$ cat src/design/mexp_pkg.sv
// shared types and constants for the modular exponentiation block
// no dependencies; used by mexp_mulmod and modular_exponentiation
`timescale 1ns / 1ps
`default_nettype none

package mexp_pkg;

    localparam int DATA_BITS = 32;
    localparam int CNT_BITS  = $clog2(DATA_BITS);

    typedef logic [DATA_BITS-1:0] word_t;
    typedef logic [CNT_BITS-1:0]  cnt_t;

    // configuration register indexes
    localparam logic REG_EXPONENT = 1'b0;
    localparam logic REG_MODULUS  = 1'b1;

    // request to the modular multiplier
    typedef struct packed {
        logic  start;
        word_t a;   // multiplicand, at most modulus + 1
        word_t b;   // multiplier, scanned msb first
        word_t m;   // modulus, zero means wrap at DATA_BITS
    } mm_req_t;

    // answer from the modular multiplier
    typedef struct packed {
        logic  busy;
        logic  done;
        word_t result;
    } mm_rsp_t;

endpackage

`default_nettype wire

$ cat src/design/mexp_mulmod.sv
// bit-serial interleaved modular multiplier, one multiplier bit per cycle
// depends on mexp_pkg
`timescale 1ns / 1ps
`default_nettype none

module mexp_mulmod
    import mexp_pkg::*;
(
    input  wire logic    clk,
    input  wire logic    rst_n,
    input  wire mm_req_t req,
    output mm_rsp_t      rsp
);

    localparam int T_BITS = DATA_BITS + 2;

    logic                busy_reg, busy_next;
    logic                done_reg, done_next;
    cnt_t                cnt_reg, cnt_next;
    word_t               acc_reg, acc_next;
    word_t               a_reg, a_next;
    word_t               b_reg, b_next;
    word_t               m_reg, m_next;

    logic [T_BITS-1:0]   t;
    logic [T_BITS-1:0]   m1;
    logic [T_BITS-1:0]   m2;
    logic [T_BITS-1:0]   d1;
    logic [T_BITS-1:0]   d2;
    word_t               step;

    // acc stays below m, so 2*acc + a < 3m and at most two subtractions fit
    always_comb
    begin
        t    = {1'b0, acc_reg, 1'b0}
             + (b_reg[DATA_BITS-1] ? {2'b00, a_reg} : {T_BITS{1'b0}});
        m1   = {2'b00, m_reg};
        m2   = {1'b0, m_reg, 1'b0};
        d1   = t - m1;
        d2   = t - m2;
        if (m_reg == '0)
            step = t[DATA_BITS-1:0];
        else if (t >= m2)
            step = d2[DATA_BITS-1:0];
        else if (t >= m1)
            step = d1[DATA_BITS-1:0];
        else
            step = t[DATA_BITS-1:0];
    end

    always_comb
    begin
        busy_next = busy_reg;
        done_next = 1'b0;
        cnt_next  = cnt_reg;
        acc_next  = acc_reg;
        a_next    = a_reg;
        b_next    = b_reg;
        m_next    = m_reg;
        if (busy_reg)
        begin
            acc_next = step;
            b_next   = {b_reg[DATA_BITS-2:0], 1'b0};
            cnt_next = cnt_reg - 1'b1;
            if (cnt_reg == '0)
            begin
                busy_next = 1'b0;
                done_next = 1'b1;
            end
        end
        else if (req.start)
        begin
            busy_next = 1'b1;
            cnt_next  = cnt_t'(DATA_BITS - 1);
            acc_next  = '0;
            a_next    = req.a;
            b_next    = req.b;
            m_next    = req.m;
        end
    end

    always_ff @(posedge clk or negedge rst_n)
    begin
        if (!rst_n)
        begin
            busy_reg <= 1'b0;
            done_reg <= 1'b0;
            cnt_reg  <= '0;
        end
        else
        begin
            busy_reg <= busy_next;
            done_reg <= done_next;
            cnt_reg  <= cnt_next;
        end
    end

    always_ff @(posedge clk)
    begin
        acc_reg <= acc_next;
        a_reg   <= a_next;
        b_reg   <= b_next;
        m_reg   <= m_next;
    end

    assign rsp.busy   = busy_reg;
    assign rsp.done   = done_reg;
    assign rsp.result = acc_reg;

endmodule

`default_nettype wire

$ cat src/design/modular_exponentiation.sv
// Raises each accepted message word to the configured exponent modulo the configured
// modulus by left-to-right square-and-multiply. All arithmetic runs on one shared
// bit-serial modular multiplier that retires one multiplier bit per cycle. A word first
// goes through one modular product to reduce it modulo the modulus, then each of the
// DATA_BITS exponent bits takes a square and, where the bit is set, a multiply. An
// exponent of zero or one returns the word unchanged. A modulus of zero wraps at
// DATA_BITS. One word is in flight at a time; the result word sits in an output
// register while the next word is accepted.
// depends on mexp_pkg and mexp_mulmod
`timescale 1ns / 1ps
`default_nettype none

module modular_exponentiation
    import mexp_pkg::*;
(
    input  wire logic  clk,
    input  wire logic  rst_n,
    input  wire logic  wr_en,
    input  wire logic  wr_index,
    input  wire word_t wr_data,
    input  wire logic  in_valid,
    output logic       in_stall,
    input  wire word_t message_word,
    output logic       out_valid,
    input  wire logic  out_stall,
    output word_t      result_word
);

    typedef enum logic [2:0] {
        S_IDLE,
        S_BASE,
        S_SQR,
        S_MUL,
        S_FINISH
    } state_t;

    state_t  state_reg, state_next;
    word_t   exponent_reg;
    word_t   modulus_reg;
    word_t   base_reg, base_next;
    word_t   acc_reg, acc_next;
    cnt_t    bit_reg, bit_next;
    logic    out_valid_reg, out_valid_next;
    word_t   result_reg, result_next;

    mm_req_t mm_req;
    mm_rsp_t mm_rsp;
    logic    in_accept;
    logic    exp_trivial;
    word_t   acc_init;

    mexp_mulmod u_mulmod (
        .clk   (clk),
        .rst_n (rst_n),
        .req   (mm_req),
        .rsp   (mm_rsp)
    );

    assign in_accept   = in_valid && !in_stall;
    assign exp_trivial = (exponent_reg[DATA_BITS-1:1] == '0);
    assign acc_init    = (modulus_reg == word_t'(1)) ? '0 : word_t'(1);

    always_ff @(posedge clk or negedge rst_n)
    begin
        if (!rst_n)
        begin
            exponent_reg <= word_t'(1);
            modulus_reg  <= word_t'(1);
        end
        else if (wr_en)
        begin
            case (wr_index)
                REG_EXPONENT: exponent_reg <= wr_data;
                REG_MODULUS:  modulus_reg  <= wr_data;
                default:      ;
            endcase
        end
    end

    always_comb
    begin
        state_next     = state_reg;
        base_next      = base_reg;
        acc_next       = acc_reg;
        bit_next       = bit_reg;
        out_valid_next = out_valid_reg;
        result_next    = result_reg;
        mm_req.start   = 1'b0;
        mm_req.a       = acc_reg;
        mm_req.b       = acc_reg;
        mm_req.m       = modulus_reg;

        if (out_valid_reg && !out_stall)
            out_valid_next = 1'b0;

        case (state_reg)
            S_IDLE:
            begin
                if (in_accept)
                begin
                    bit_next = cnt_t'(DATA_BITS - 1);
                    if (exp_trivial)
                    begin
                        acc_next   = message_word;
                        state_next = S_FINISH;
                    end
                    else
                    begin
                        // reduce the word: 1 * word mod m
                        mm_req.start = 1'b1;
                        mm_req.a     = word_t'(1);
                        mm_req.b     = message_word;
                        state_next   = S_BASE;
                    end
                end
            end
            S_BASE:
            begin
                if (mm_rsp.done)
                begin
                    base_next    = mm_rsp.result;
                    acc_next     = acc_init;
                    mm_req.start = 1'b1;
                    mm_req.a     = acc_init;
                    mm_req.b     = acc_init;
                    state_next   = S_SQR;
                end
            end
            S_SQR:
            begin
                if (mm_rsp.done)
                begin
                    acc_next = mm_rsp.result;
                    if (exponent_reg[bit_reg])
                    begin
                        mm_req.start = 1'b1;
                        mm_req.a     = base_reg;
                        mm_req.b     = mm_rsp.result;
                        state_next   = S_MUL;
                    end
                    else if (bit_reg == '0)
                        state_next = S_FINISH;
                    else
                    begin
                        bit_next     = bit_reg - 1'b1;
                        mm_req.start = 1'b1;
                        mm_req.a     = mm_rsp.result;
                        mm_req.b     = mm_rsp.result;
                    end
                end
            end
            S_MUL:
            begin
                if (mm_rsp.done)
                begin
                    acc_next = mm_rsp.result;
                    if (bit_reg == '0)
                        state_next = S_FINISH;
                    else
                    begin
                        bit_next     = bit_reg - 1'b1;
                        mm_req.start = 1'b1;
                        mm_req.a     = mm_rsp.result;
                        mm_req.b     = mm_rsp.result;
                        state_next   = S_SQR;
                    end
                end
            end
            S_FINISH:
            begin
                // wait for the output register to free up
                if (!out_valid_reg || !out_stall)
                begin
                    out_valid_next = 1'b1;
                    result_next    = acc_reg;
                    state_next     = S_IDLE;
                end
            end
            default:
            begin
                state_next = S_IDLE;
            end
        endcase
    end

    always_ff @(posedge clk or negedge rst_n)
    begin
        if (!rst_n)
        begin
            state_reg     <= S_IDLE;
            out_valid_reg <= 1'b0;
            bit_reg       <= '0;
        end
        else
        begin
            state_reg     <= state_next;
            out_valid_reg <= out_valid_next;
            bit_reg       <= bit_next;
        end
    end

    always_ff @(posedge clk)
    begin
        base_reg   <= base_next;
        acc_reg    <= acc_next;
        result_reg <= result_next;
    end

    assign in_stall    = (state_reg != S_IDLE);
    assign out_valid   = out_valid_reg;
    assign result_word = result_reg;

`ifndef SYNTHESIS
    // the multiplier only reports a product while a word is being worked on
    assert property (@(posedge clk) disable iff (!rst_n)
        mm_rsp.done |-> (state_reg == S_BASE || state_reg == S_SQR || state_reg == S_MUL))
        else $error("multiplier done outside a multiply state");

    // a new product is never requested while the multiplier is still running
    assert property (@(posedge clk) disable iff (!rst_n)
        mm_req.start |-> !mm_rsp.busy)
        else $error("multiplier started while busy");

    // a word is only presented after the sequencer has finished
    assert property (@(posedge clk) disable iff (!rst_n)
        $rose(out_valid_reg) |-> $past(state_reg == S_FINISH))
        else $error("result word raised outside finish");

    // exponent zero or one skips the multiplier entirely
    assert property (@(posedge clk) disable iff (!rst_n)
        (in_accept && exp_trivial) |=> (state_reg == S_FINISH))
        else $error("trivial exponent did not bypass");
`endif

endmodule

`default_nettype wire

$ cat config.mk
export PLATFORM = sky130hd
export DESIGN_NAME = modular_exponentiation
export DESIGN_NICKNAME = d
export VERILOG_FILES = /design/src/design/mexp_pkg.sv /design/src/design/mexp_mulmod.sv /design/src/design/modular_exponentiation.sv
export SDC_FILE = /design/constraint.sdc
export NUM_CORES = 1
export LEC_CHECK = 0
export BUFFER_PORTS_ARGS = -buffer_cell sky130_fd_sc_hd__buf_4
export CAP_MARGIN = 20
export CELL_PAD_IN_SITES_DETAIL_PLACEMENT = 2
export CELL_PAD_IN_SITES_GLOBAL_PLACEMENT = 2
export CORE_MARGIN = 10
export CORE_UTILIZATION = 41
export DETAILED_ROUTE_END_ITERATION = 10
export GPL_ROUTABILITY_DRIVEN = 0
export PLACE_DENSITY = 0.91
export SLEW_MARGIN = 10
export SYNTH_ARGS = -nofsm -noshare
export SYNTH_HDL_FRONTEND = slang
export SYNTH_HIERARCHICAL = 1
export SYNTH_SLANG_ARGS = --single-unit
$ cat constraint.sdc
create_clock -name clk -period 8.8 [get_ports clk]
set_input_delay 1.76 -clock clk [delete_from_list [all_inputs] [get_ports clk]]
set_output_delay 1.76 -clock clk [all_outputs]
set_load 0.02 [all_outputs]
==> results.yml <==
setup_path:
  worst_setup_path_end_kind: "flop"
  worst_r2r_path_depth: 22
  cp-startpoint: "u_mulmod/b_reg[31]"
  cp.required_ps: 9150
  regToRegEndpoint: "u_mulmod/acc_reg[15]"
  rr_startpoint: "u_mulmod/b_reg[31]"
  endpoint: "u_mulmod/acc_reg[15]"
  critPathArrivalTime_ps: 8370
  crit_type: "flop to flop"
  cp-start-kind: "flop"
  reg2reg_slack_ps: 780
  critPathMaxFanout: 32
placed_design:
  io_buffers: 103
  hpwl_um: 61900
routing:
  wl_um: 91300
  wl_per_cell_um: 34.4
  drtAntennaViolNets: 0
  drt-initial-drc-count: 2050
  drtPass1Iterations: 5
  post-route-drc-count: 0
  avgViaCountPerCell: 7.15
  vias: 18995
layout:
  final_common_cell: "edfxtp_1"
  drive_gt1_frac: 0.149
  antenna_cells: 0
  final_cell_mix: "223 x edfxtp_1, 133 x buf_4, 131 x nand2_1"
  nets: 2185
  fin_util: 0.470
  fill_cells: 4804
  area_growth_pct: 13.1
global_route:
  grt_pass1_wl_um: 137000
  grt_use_total: 0.311
  antenna_found_initial: 3
  overflow: 0
  grt_max_degree: 81
  grt_pass1_vias: 20494
logic_synthesis:
  synth_area_per_cell_sq_um: 10.2
  yosys_warnings: 6
  syn_nets: 2125
  postSynthCellCount: 1953
  syn_area_sq_um: 19800
cts:
  clockBufferDepth: 3
  insertion_delay_ps: 570
  cts_root_buf: "clkbuf_16"
  clk_pin_slew_ps: 70
  cts_resized: 0
  numCtsBuffers: 36
  cts_setup_buffers: 0
  clock-sinks: 304
  cts_hold_buffers: 0
  htreeDepth: 2
  cts_tree: "built"
pwr:
  powerDensity_nw_per_um2: 151
  p_leak_nw: 8.16
  peakVddDrop_v: 0.000165
  power.total_mw: 3.39
floorplanning:
  die_y_um: 240
  io_pins: 104
  start_util: 0.415
  rows: 80
  die-area_sq_um: 57600
  die-width_um: 240
  core_sq_um: 47700
timing:
  fmax_mhz: 125
  skew_ps: 27.6
  slew_headroom: 0.255
  fin_crit_sh: 0.912
  tightest_slew_ps: 1120
  setup_violations: 0
  period_minus_slack_ps: 8020
  setup_tns_ps: 0
  rsz0062_at_grt: "false"
  hold_violations: 0
  finalMaxSlewViolations: 0
worst_hold_path:
  hold_path.class: "flop to flop"
run_status:
  status: "finished, final reports clean"
flow_run:
  drv_cap: 0
==> layer usage <==
layer | part of all wire | wire length [um] | vias to the layer above | global-route usage
li1 | - | - | 7707 | -
met1 | 0.36 | 33300 | 9600 | 0.360
met2 | 0.48 | 43400 | 1267 | 0.519
met3 | 0.083 | 7560 | 419 | 0.0586
met4 | 0.076 | 6970 | 2 | 0.207
met5 | 0.00014 | 13 | - | 0
==> worst min path at each step <==
stage / start / cells after the start / slack, ps / to
2_1_floorplan: modulus_reg[16] / 0 / 440 / u_mulmod/m_reg[16]
3_5_place_dp: modulus_reg[18] / 0 / 470 / u_mulmod/m_reg[18]
3_3_place_gp: modulus_reg[17] / 0 / 460 / u_mulmod/m_reg[17]
5_1_grt: modulus_reg[9] / 0 / 500 / u_mulmod/m_reg[9]
6_report: modulus_reg[28] / 0 / 490 / u_mulmod/m_reg[28]
4_1_cts: modulus_reg[9] / 0 / 490 / u_mulmod/m_reg[9]
==> layout make-up <==
| class | instances | area (sq um) | share of cell area |
|---|---|---|---|
| Clock buffer | 44 | 982 | 0.0438 |
| Multi-Input combinational cell | 1468 | 10400 | 0.465 |
| Sequential cell | 304 | 8720 | 0.389 |
| Tap cell | 615 | 769 | 0.0343 |
| Clock inverter | 21 | 233 | 0.0104 |
| Inverter | 68 | 255 | 0.0114 |
| Timing Repair Buffer | 135 | 1040 | 0.0463 |
==> critical path, cell delays in order, from the launching register on <==
cell      delay, ps
edfxtp_1       1090
and2_1          270
ha_1            230
inv_1            90
fa_1            430
nand2b_1        230
a211oi_1        380
o21ai_0         380
a21oi_1         330
a31oi_1         230
o221ai_1        270
xor2_1          450
ha_1            330
nand2_1         120
or4b_1          510
or4b_1          520
nand3_1         140
o211a_4         200
nor3_4           50
a21boi_1        700
buf_4           340
o21ai_0         150
a31oi_1         350
==> through the flow <==
| stage | area (sq um) | std cells | hold slack, ps | setup slack (ps) |
|---|---|---|---|---|
| floorplan | 19800 | 1953 | 441 | 2500 |
| global placement | 21200 | 2587 | 455 | 2140 |
| detailed placement | 21200 | 2587 | 469 | 1660 |
| finish | 22400 | 2655 | 486 | 776 |
| global route | 22400 | 2655 | 503 | 487 |
| CTS | 22400 | 2652 | 487 | 1120 |
==> where the power goes <==
group	leakage [nW]	internal [mW]	switching [mW]	total, mW
clock network	0.601	0.943	0.673	1.62
logic	4.93	0.0741	0.0816	0.156
registers	2.63	1.57	0.0452	1.62
total	8.16	2.59	0.800	3.39
Note: power is estimated with default switching activity, not from simulation.
